File: src/hdl/assert_macros.svh
// Assertion macros shared by the census matching cost design
`ifndef ASSERT_MACROS_SVH
`define ASSERT_MACROS_SVH
`ifndef SYNTHESIS
`define CHM_ASSERT_IMPLY(label, ante, cons) \
    label: assert property (@(posedge clk) disable iff (!rst_n) (ante) |-> (cons)) \
        else $error("implication check failed");
`define CHM_ASSERT_NEXT(label, ante, cons) \
    label: assert property (@(posedge clk) disable iff (!rst_n) (ante) |=> (cons)) \
        else $error("next-cycle check failed");
`else
`define CHM_ASSERT_IMPLY(label, ante, cons)
`define CHM_ASSERT_NEXT(label, ante, cons)
`endif
`endif

File: src/hdl/chm_pkg.sv
// Types and constants of the census Hamming matching cost block
package chm_pkg;

    localparam int WORD_W = 64;
    localparam int DISP_W = 6;
    localparam int COST_W = 7;
    localparam int CNT_W  = 12;
    localparam int SIZE_W = 13;
    localparam int NDREG_W = 7;
    localparam int CFG_IDX_W = 2;
    localparam int CFG_DATA_W = 13;

    localparam logic [COST_W-1:0] OUT_OF_ROW_COST = 7'd62;

    localparam logic [SIZE_W-1:0]  RST_IMAGE_WIDTH  = 13'd640;
    localparam logic [SIZE_W-1:0]  RST_IMAGE_HEIGHT = 13'd480;
    localparam logic [NDREG_W-1:0] RST_DISP_COUNT   = 7'd64;

    localparam logic [CFG_IDX_W-1:0] CFG_IMAGE_WIDTH  = 2'd0;
    localparam logic [CFG_IDX_W-1:0] CFG_IMAGE_HEIGHT = 2'd1;
    localparam logic [CFG_IDX_W-1:0] CFG_DISP_COUNT   = 2'd2;

    typedef struct packed {
        logic accept;
        logic issue;
        logic busy;
    } ctl_cmd_t;

    typedef struct packed {
        logic advance;
        logic last_issue;
    } ctl_sts_t;

endpackage

File: src/hdl/chm_dpath.sv
// Datapath: registers, counters, right word history, Hamming cost pipeline
module chm_dpath
#(
    parameter int MAX_DISPARITY = 64,
    parameter int MAX_WIDTH     = 4096
)
(
    input  logic                                clk,
    input  logic                                rst_n,
    input  chm_pkg::ctl_cmd_t                   cmd,
    output chm_pkg::ctl_sts_t                   sts,
    input  logic                                cfg_valid,
    input  logic [chm_pkg::CFG_IDX_W-1:0]       cfg_index,
    input  logic [chm_pkg::CFG_DATA_W-1:0]      cfg_data,
    input  logic [chm_pkg::WORD_W-1:0]          left_census,
    input  logic [chm_pkg::WORD_W-1:0]          right_census,
    input  logic                                out_stall,
    output logic                                out_valid,
    output logic [chm_pkg::DISP_W-1:0]          disparity,
    output logic [chm_pkg::COST_W-1:0]          cost,
    output logic                                last_of_pixel,
    output logic                                last_of_frame
);

    localparam int AW    = (MAX_DISPARITY > 1) ? $clog2(MAX_DISPARITY) : 1;
    localparam int DEPTH = 1 << AW;

    function automatic logic [3:0] byte_ones(input logic [7:0] b);
        logic [3:0] n;
        n = '0;
        for (int i = 0; i < 8; i++)
        begin
            n = n + 4'(b[i]);
        end
        return n;
    endfunction

    function automatic logic [chm_pkg::COST_W-1:0] word_ones(
        input logic [chm_pkg::WORD_W-1:0] w);
        logic [chm_pkg::COST_W-1:0] n;
        n = '0;
        for (int i = 0; i < 8; i++)
        begin
            n = n + 7'(byte_ones(w[8*i +: 8]));
        end
        return n;
    endfunction

    logic [chm_pkg::SIZE_W-1:0]  width_reg;
    logic [chm_pkg::SIZE_W-1:0]  height_reg;
    logic [chm_pkg::NDREG_W-1:0] dcount_reg;

    logic [chm_pkg::CNT_W-1:0] col_reg;
    logic [chm_pkg::CNT_W-1:0] row_reg;

    logic [AW-1:0]                wp_reg;
    logic [chm_pkg::WORD_W-1:0]   hist_mem [DEPTH];
    logic [chm_pkg::WORD_W-1:0]   rd_reg;

    logic [chm_pkg::WORD_W-1:0]   left_reg;
    logic [chm_pkg::CNT_W-1:0]    pcol_reg;
    logic [chm_pkg::DISP_W-1:0]   ndm1_reg;
    logic                         fend_reg;
    logic [chm_pkg::DISP_W-1:0]   d_reg;

    logic                         s1_valid_reg;
    logic [chm_pkg::WORD_W-1:0]   s1_left_reg;
    logic [chm_pkg::DISP_W-1:0]   s1_d_reg;
    logic                         s1_oor_reg;
    logic                         s1_lastp_reg;
    logic                         s1_lastf_reg;

    logic                         out_valid_reg;
    logic [chm_pkg::DISP_W-1:0]   disp_reg;
    logic [chm_pkg::COST_W-1:0]   cost_reg;
    logic                         lastp_reg;
    logic                         lastf_reg;

    logic [chm_pkg::SIZE_W-1:0]  w_eff;
    logic [chm_pkg::SIZE_W-1:0]  h_eff;
    logic [chm_pkg::NDREG_W-1:0] nd_eff;
    logic                        row_end;
    logic                        frame_end;
    logic                        advance;
    logic [AW-1:0]               rd_addr;
    logic                        last_d;

    always_comb
    begin
        if (width_reg == '0)
        begin
            w_eff = 13'd1;
        end
        else if (32'(width_reg) > 32'(MAX_WIDTH))
        begin
            w_eff = chm_pkg::SIZE_W'(MAX_WIDTH);
        end
        else
        begin
            w_eff = width_reg;
        end

        if (height_reg == '0)
        begin
            h_eff = 13'd1;
        end
        else if (32'(height_reg) > 32'(MAX_WIDTH))
        begin
            h_eff = chm_pkg::SIZE_W'(MAX_WIDTH);
        end
        else
        begin
            h_eff = height_reg;
        end

        if (dcount_reg == '0)
        begin
            nd_eff = 7'd1;
        end
        else if (32'(dcount_reg) > 32'(MAX_DISPARITY))
        begin
            nd_eff = chm_pkg::NDREG_W'(MAX_DISPARITY);
        end
        else
        begin
            nd_eff = dcount_reg;
        end
    end

    assign row_end   = ({1'b0, col_reg} + 13'd1) >= w_eff;
    assign frame_end = row_end && (({1'b0, row_reg} + 13'd1) >= h_eff);

    assign advance = !out_valid_reg || !out_stall;
    assign last_d  = (d_reg == ndm1_reg);
    assign rd_addr = wp_reg - AW'(1) - d_reg[AW-1:0];

    assign sts.advance    = advance;
    assign sts.last_issue = last_d;

    // configuration registers
    always_ff @(posedge clk or negedge rst_n)
    begin
        if (!rst_n)
        begin
            width_reg  <= chm_pkg::RST_IMAGE_WIDTH;
            height_reg <= chm_pkg::RST_IMAGE_HEIGHT;
            dcount_reg <= chm_pkg::RST_DISP_COUNT;
        end
        else if (cfg_valid)
        begin
            case (cfg_index)
                chm_pkg::CFG_IMAGE_WIDTH:  width_reg  <= cfg_data;
                chm_pkg::CFG_IMAGE_HEIGHT: height_reg <= cfg_data;
                chm_pkg::CFG_DISP_COUNT:   dcount_reg <= cfg_data[chm_pkg::NDREG_W-1:0];
                default:                   ;
            endcase
        end
    end

    // position counters, history write pointer and disparity counter
    always_ff @(posedge clk or negedge rst_n)
    begin
        if (!rst_n)
        begin
            col_reg <= '0;
            row_reg <= '0;
            wp_reg  <= '0;
            d_reg   <= '0;
        end
        else
        begin
            if (cmd.accept)
            begin
                wp_reg <= wp_reg + AW'(1);
                d_reg  <= '0;
                if (row_end)
                begin
                    col_reg <= '0;
                    row_reg <= frame_end ? '0 : row_reg + 12'd1;
                end
                else
                begin
                    col_reg <= col_reg + 12'd1;
                end
            end
            else if (cmd.issue)
            begin
                d_reg <= d_reg + 6'd1;
            end
        end
    end

    // hold pixel context for the issue sequence
    always_ff @(posedge clk)
    begin
        if (cmd.accept)
        begin
            left_reg <= left_census;
            pcol_reg <= col_reg;
            ndm1_reg <= chm_pkg::DISP_W'(nd_eff - 7'd1);
            fend_reg <= frame_end;
        end
    end

    always_ff @(posedge clk)
    begin
        if (cmd.accept)
        begin
            hist_mem[wp_reg] <= right_census;
        end
    end

    always_ff @(posedge clk)
    begin
        if (cmd.issue)
        begin
            rd_reg <= hist_mem[rd_addr];
        end
    end

    always_ff @(posedge clk)
    begin
        if (cmd.issue)
        begin
            s1_left_reg  <= left_reg;
            s1_d_reg     <= d_reg;
            s1_oor_reg   <= {{(chm_pkg::CNT_W-chm_pkg::DISP_W){1'b0}}, d_reg} > pcol_reg;
            s1_lastp_reg <= last_d;
            s1_lastf_reg <= last_d && fend_reg;
        end
    end

    always_ff @(posedge clk or negedge rst_n)
    begin
        if (!rst_n)
        begin
            s1_valid_reg  <= 1'b0;
            out_valid_reg <= 1'b0;
        end
        else if (advance)
        begin
            s1_valid_reg  <= cmd.issue;
            out_valid_reg <= s1_valid_reg;
        end
    end

    always_ff @(posedge clk)
    begin
        if (advance && s1_valid_reg)
        begin
            disp_reg  <= s1_d_reg;
            cost_reg  <= s1_oor_reg ? chm_pkg::OUT_OF_ROW_COST
                                    : word_ones(s1_left_reg ^ rd_reg);
            lastp_reg <= s1_lastp_reg;
            lastf_reg <= s1_lastf_reg;
        end
    end

    assign out_valid     = out_valid_reg;
    assign disparity     = disp_reg;
    assign cost          = cost_reg;
    assign last_of_pixel = lastp_reg;
    assign last_of_frame = lastf_reg;

endmodule

File: config.mk
export PLATFORM = sky130hd
export DESIGN_NAME = chm_dpath
export DESIGN_NICKNAME = d
export VERILOG_FILES = /design/src/hdl/assert_macros.svh /design/src/hdl/chm_pkg.sv /design/src/hdl/chm_dpath.sv
export SDC_FILE = /design/constraint.sdc
export NUM_CORES = 2
export LEC_CHECK = 0
export BUFFER_PORTS_ARGS = -buffer_cell sky130_fd_sc_hd__buf_2
export CORE_MARGIN = 2
export CORE_UTILIZATION = 40
export CTS_BUF_LIST = sky130_fd_sc_hd__clkbuf_2
export DETAILED_ROUTE_END_ITERATION = 6
export HOLD_SLACK_MARGIN = 0.05
export PLACE_DENSITY = 0.59
export SYNTH_ARGS = -nofsm -noshare
export SYNTH_HDL_FRONTEND = slang
export SYNTH_SLANG_ARGS = --single-unit
File: constraint.sdc
create_clock -name clk -period 18.8 [get_ports clk]
set_input_delay 2.82 -clock clk [delete_from_list [all_inputs] [get_ports clk]]
set_output_delay 2.82 -clock clk [all_outputs]
set_load 0.005 [all_outputs]
[Word-level counts from Yosys, hierarchy flattened]
Memories as Yosys holds them, arrays and structs flattened. A register that Yosys moved wholly into a read port is not among the register bits.
Cells that the tools add are included.
Operators by class
  mux-type cells: 12
  eq/ne operators: 3
  reduce and logical (&&, ||, !) cells: 15
  add/subtract/negate cells: 72
  bitwise logic cells: 1
  $lt $le $gt $ge: 6
Operators by type and width (count)
  $add 4x1->4: 32
  $xor 64x64->64: 1
  $mux 13: 4
  $add 3x1->4: 8
  $add 7x4->7: 4
  $add 12x1->13 const B: 2
  $ge 13x13->1: 2
  $gt 13x13->1 const B: 2
  $logic_not 13->1: 2
  $add 12x1->12 const B: 2
  $add 2x1->3: 8
  $mux 12: 2
  $mux 6: 4
  $add 1x1->2: 8
  $add 6x1->6 const B: 2
  $gt 6x12->1: 1
  $sub 6x1->6 const B: 2
  $reduce_and 2->1: 4
  $add 6x4->7: 1
  $gt 7x7->1 const B: 1
  $logic_not 7->1: 1
  $add 5x4->6: 1
  $eq 6x6->1: 1
  $sub 6x6->6: 1
  other kinds (9): 13
Word-level totals
  input bits: 150
  memories: 1
  RAM bits: 4096
  word-level logic and storage cells: 132
  register bits after elaboration: 242
Memory list
  hist_mem: depth 64, bits a word 64, rd ports 1, clocked after memory_dff 1, wr ports 1, RTL line chm_dpath.sv:57  | logic [chm_pkg::WORD_W-1:0] hist_mem [DEPTH];

[Longest topological paths before layout]
  word-level depth: 15
  depth in mapped cells: 23

[Worst setup path after synthesis]
OpenSTA, ideal clock, no wires.
  path type: in2reg
  start point: in cmd[2] in the netlist's numbering
  end point: mem hist_mem[48][0] in the netlist's numbering (enable)
  required time: 18236 ps
  data arrival time: 7875 ps
  stages on the path: 4
  path slack: 10360 ps
  cells stage by stage: clkbuf_1 > clkbuf_1 > nand4b_1 > nor3_1
Between the ends
  longest elaborated chain between the ends: 2
RTL lines
  from (decl): RTL line chm_dpath.sv:10  | input chm_pkg::ctl_cmd_t cmd,
  $mux 1: RTL line chm_dpath.sv:207  | if (cmd.accept)
  $mux 1 (implied by the code): RTL line chm_dpath.sv:209  | hist_mem[wp_reg] <= right_census;
  to (decl): RTL line chm_dpath.sv:57
No other way between the ends.

[Worst setup path in the final report]
  start point: reg d_reg[0] in the netlist's numbering
  end point: reg rd_reg[40] in the netlist's numbering, read port of hist_mem (data pin)
Between the ends
  longest elaborated chain between the ends: 1
RTL lines
  from (decl): RTL line chm_dpath.sv:64  | logic [chm_pkg::DISP_W-1:0] d_reg;
  from (signal assigned): RTL line chm_dpath.sv:188  | d_reg <= d_reg + 6'd1;
  $sub 6x6->6: RTL line chm_dpath.sv:135  | assign rd_addr = wp_reg - AW'(1) - d_reg[AW-1:0];
  to (decl): RTL line chm_dpath.sv:58  | logic [chm_pkg::WORD_W-1:0] rd_reg;
No other way between the ends.
A chain may end at the register's enable or synchronous reset.

==> flow_summary_export.csv <==
group,metric,value,unit
outcome,status,"completed",
timing,fin_crit_sh,0.3747,
synth,syn-instance-count,7514,
placed_design,place_hpwl,254200,um
final_layout,largest_reg_flops,4096,
worst_setup_path,path_buf_inv,5,
synth,edff_count_synth,4331,
detailed_routing,detailroute.wirelength.met3,40700,um
grt,antenna_violations_before_repair,39,
timing,unrepaired_setup_endpoints_after_global_routing,"false",
die,fp.dieH,657.3,um
timing,max_slew.worst_pin.slew,1.448,ns
grt,grt.total_usage,0.2190,
synth,synth.avg_cell_area,22.72,um^2
worst_hold_path,min-delay-path-class,"reg2reg",
worst_setup_path,worstPathArrival,8.80,ns
worst_setup_path,worstReg2RegEnd,"rd_reg[40]",
clock_network,clock_tree.htree_level_count,7,
detailed_routing,drc,0,
worst_setup_path,crit_path_start_kind,"flip-flop",
synth,net_count_after_synthesis,7776,
worst_setup_path,timing.reg2reg.setup_slack,11.76,ns
timing,finClkSkew,0.2775,ns
worst_setup_path,worst-r2r-cell-count,11,
detailed_routing,wl_met2,231300,um
synth,synth-warning-count,0,
die,placement_rows,239,
detailed_routing,postRouteWirelength,473200,um
grt,grt_max_degree,128,
clock_network,post_cts_hold_buffer_count,0,
placed_design,gpl.final_weighted_congestion,0.8163,
die,core-area,424300,um^2
timing,sum_neg_setup_slack,0,ns
final_layout,final_cell_count_no_fill,15030,
grt,overflow,0,
timing,number_of_slew_limit_violations_in_the_final_report,0,
final_layout,n_fill_cell,36390,
synth,synthArstFlopShare,0.01613,
clock_network,numCtsBuffers,1175,
die,initial_utilization,0.4023,
synth,yosysSeqAreaShare,0.7723,
synth,synth.distinct_cells,79,
timing,post-route-min-period,7.044,ns
placed_design,dp_worst_setup_slack,11.04,ns
final_layout,area.sequential,131800,um^2
timing,hold_viol,0,
worst_setup_path,cp_data_required_time,20.56,ns
clock_network,cts_resized,0,
die,number_of_top_level_design_ports,168,
grt,grt_pass1_wl,660800,um
detailed_routing,dr.pass1.iters,5,
worst_setup_path,critical-path-slowest-cell,"nor4_2",
worst_setup_path,worstSetupEndpoint,"rd_reg[40]",
worst_setup_path,path_cells,"inv_1 -> ha_4 -> buf_12 -> buf_12 -> buf_4 -> buf_4 -> mux4_2 -> nand3_1 -> nand3_1 -> a21oi_1 -> nor4_2",
worst_setup_path,number_of_logic_stages_on_the_critical_path_including_buffering,11,
clock_network,postCtsSetupRepairBufs,0,
worst_setup_path,critPathMaxFanout,91,
detailed_routing,total_vias_in_the_final_route,86350,
grt,grt_pass1_vias,89780,
clock_network,numClockSinks,4402,
detailed_routing,via_per_inst,5.745,
placed_design,placed_cells_incl_taps,13140,
detailed_routing,wl_per_cell,31.48,um
final_layout,util_after_layout,0.4443,
timing,final.setup.worst_slack,11.76,ns
worst_setup_path,max_stage_delay,1.03,ns
detailed_routing,detail-route-antenna-nets,0,
timing,maxSlewHeadroom,0.03473,
detailed_routing,topRoutingLayerUsed,"met5",
detailed_routing,wl_met1,184600,um
worst_setup_path,worst_setup_path_start,"d_reg[0]",
final_layout,multi_input_area,37090,um^2
timing,clock.fmax,0.1420,GHz
synth,yosys_register_bits,4402,
run,timing.max_cap.violations,0,
clock_network,clock_latency,2.32,ns
die,die_w,657.3,um
clock_network,ctsRootBufferMaster,"clkbuf_2",
synth,syn_area,170700,um^2
final_layout,registers.top_by_ff_count,"hist_mem",
final_layout,syn_to_final_growth,10.43,%
synth,synth-main-ff-cell,"edfxtp_1",
detailed_routing,drtIter0Drc,9781,
clock_network,clock_tree_from_tritoncts,"built",
worst_setup_path,critical_path.reg2reg.startpoint,"d_reg[0]",
placed_design,buffers_added_on_ports,166,
clock_network,cts-root-to-sink-buffers,5,
timing,setup_viol,0,
final_layout,fraction_of_final_layout_cells_sized_beyond_drive_strength_1,0.3690,
die,die-area,432000,um^2
final_layout,layout.nets,8913,
clock_network,worst_setup_hold_path_clk_slew,0.09,ns
worst_setup_path,end_kind,"flip-flop",
worst_setup_path,path_delay_family,"buffers and inverters",
worst_setup_path,path_class,"reg2reg",
cell type report:
cell class                      count  area share
Sequential cell                  4402      0.6994
Multi-Input combinational cell   2606      0.1968
Clock buffer                     1615     0.04288
Tap cell                         5663     0.03759
Timing Repair Buffer              377     0.01402
Clock inverter                    260    0.007354
Inverter                           89    0.001772
Antenna cell                       20   0.0002655
synthesized netlist by cell type, types with 10 or more instances:
| library cell | number | area (um^2) |
|---|---|---|
| a2111oi_0 | 20 | 175.2 |
| a2111oi_2 | 35 | 525.5 |
| xnor2_1 | 52 | 455.4 |
| mux2_2 | 106 | 1194 |
| edfxtp_1 | 4331 | 130100 |
| nand4_1 | 10 | 62.56 |
| a22o_1 | 12 | 105.1 |
| clkbuf_1 | 223 | 837.1 |
| nor2_1 | 149 | 559.3 |
| a21oi_1 | 71 | 355.3 |
| ha_1 | 57 | 713.2 |
| mux4_2 | 1137 | 25610 |
| dfrtp_1 | 64 | 1602 |
| o22ai_1 | 66 | 412.9 |
| buf_1 | 12 | 45.04 |
| a211oi_1 | 17 | 127.6 |
| nand3_1 | 242 | 1211 |
| xor2_1 | 52 | 455.4 |
| nor4_1 | 38 | 237.7 |
| mux2i_1 | 22 | 220.2 |
| inv_1 | 88 | 330.3 |
| buf_4 | 20 | 150.1 |
| nor4_2 | 22 | 275.3 |
| o21ai_0 | 135 | 675.7 |
| nor3_1 | 16 | 80.08 |
| nand2_1 | 73 | 274.0 |
| buf_2 | 134 | 670.6 |
| a21o_1 | 10 | 75.07 |
| nand2b_1 | 10 | 62.56 |
| fa_1 | 55 | 1101 |
| and3_1 | 87 | 544.3 |
| buf_6 | 23 | 259.0 |
layer usage:
metal	vias to the layer above	GRT usage
met5	-	0
met2	4310	0.3527
met4	14	0.09025
li1	34700	-
met3	752	0.05578
met1	46580	0.2844
worst min-delay path by stage:
| stage | startpoint | end | depth (start not counted) |
|---|---|---|---|
| 2_1_floorplan | s1_d_reg[0] | disparity[0] | 0 |
| 3_3_place_gp | s1_lastp_reg | last_of_pixel | 0 |
| 3_5_place_dp | left_reg[53] | s1_left_reg[53] | 0 |
| 4_1_cts | left_reg[25] | s1_left_reg[25] | 0 |
| 5_1_grt | s1_d_reg[2] | disparity[2] | 0 |
| 6_report | left_reg[6] | s1_left_reg[6] | 0 |
kinds of logic after synthesis:
group / Yosys count / synth area share
XOR/XNOR: 108 / 0.005783
flip-flops: 4402 / 0.7723
buffers and inverters: 506 / 0.01377
AO/OA/AOI/OAI: 432 / 0.01797
multiplexers: 1265 / 0.1583
AND/OR/NAND/NOR: 689 / 0.02123
adder cells (fa/ha/maj): 112 / 0.01063
metrics by stage:
step                      cell area (um^2)  hold WS [ns]
final                               188500        0.4046
after global routing                188500        0.4132
after CTS                           188500        0.4229
after detailed placement            179000        0.4045
after global placement              179000        0.4029
after floorplan                     170700        0.4003
cell usage in the layout (no fill, tap or decap), drive strengths merged, types with 10 or more instances in the layout:
cell	synthesis	routed
nand2	74	74
and3	88	88
clkbuf	226	1615
nor2	149	149
a21o	10	10
nor3	16	16
ha	57	57
inv	88	112
mux2i	22	22
a21oi	72	72
a2111oi	55	55
fa	55	55
a211oi	17	17
nand3	243	243
o21ai	135	135
mux2	106	106
nor4	60	60
xor2	54	54
nand2b	10	10
edfxtp	4331	4331
o22ai	67	67
xnor2	54	54
diode	0	20
buf	191	377
clkinv	1	221
nand4	10	10
dfrtp	64	64
a22o	12	12
mux4	1137	1137
bufinv	0	14
Power is not shown: default switching activity piles up to over one toggle a cycle in this logic, so the estimate is an artifact.
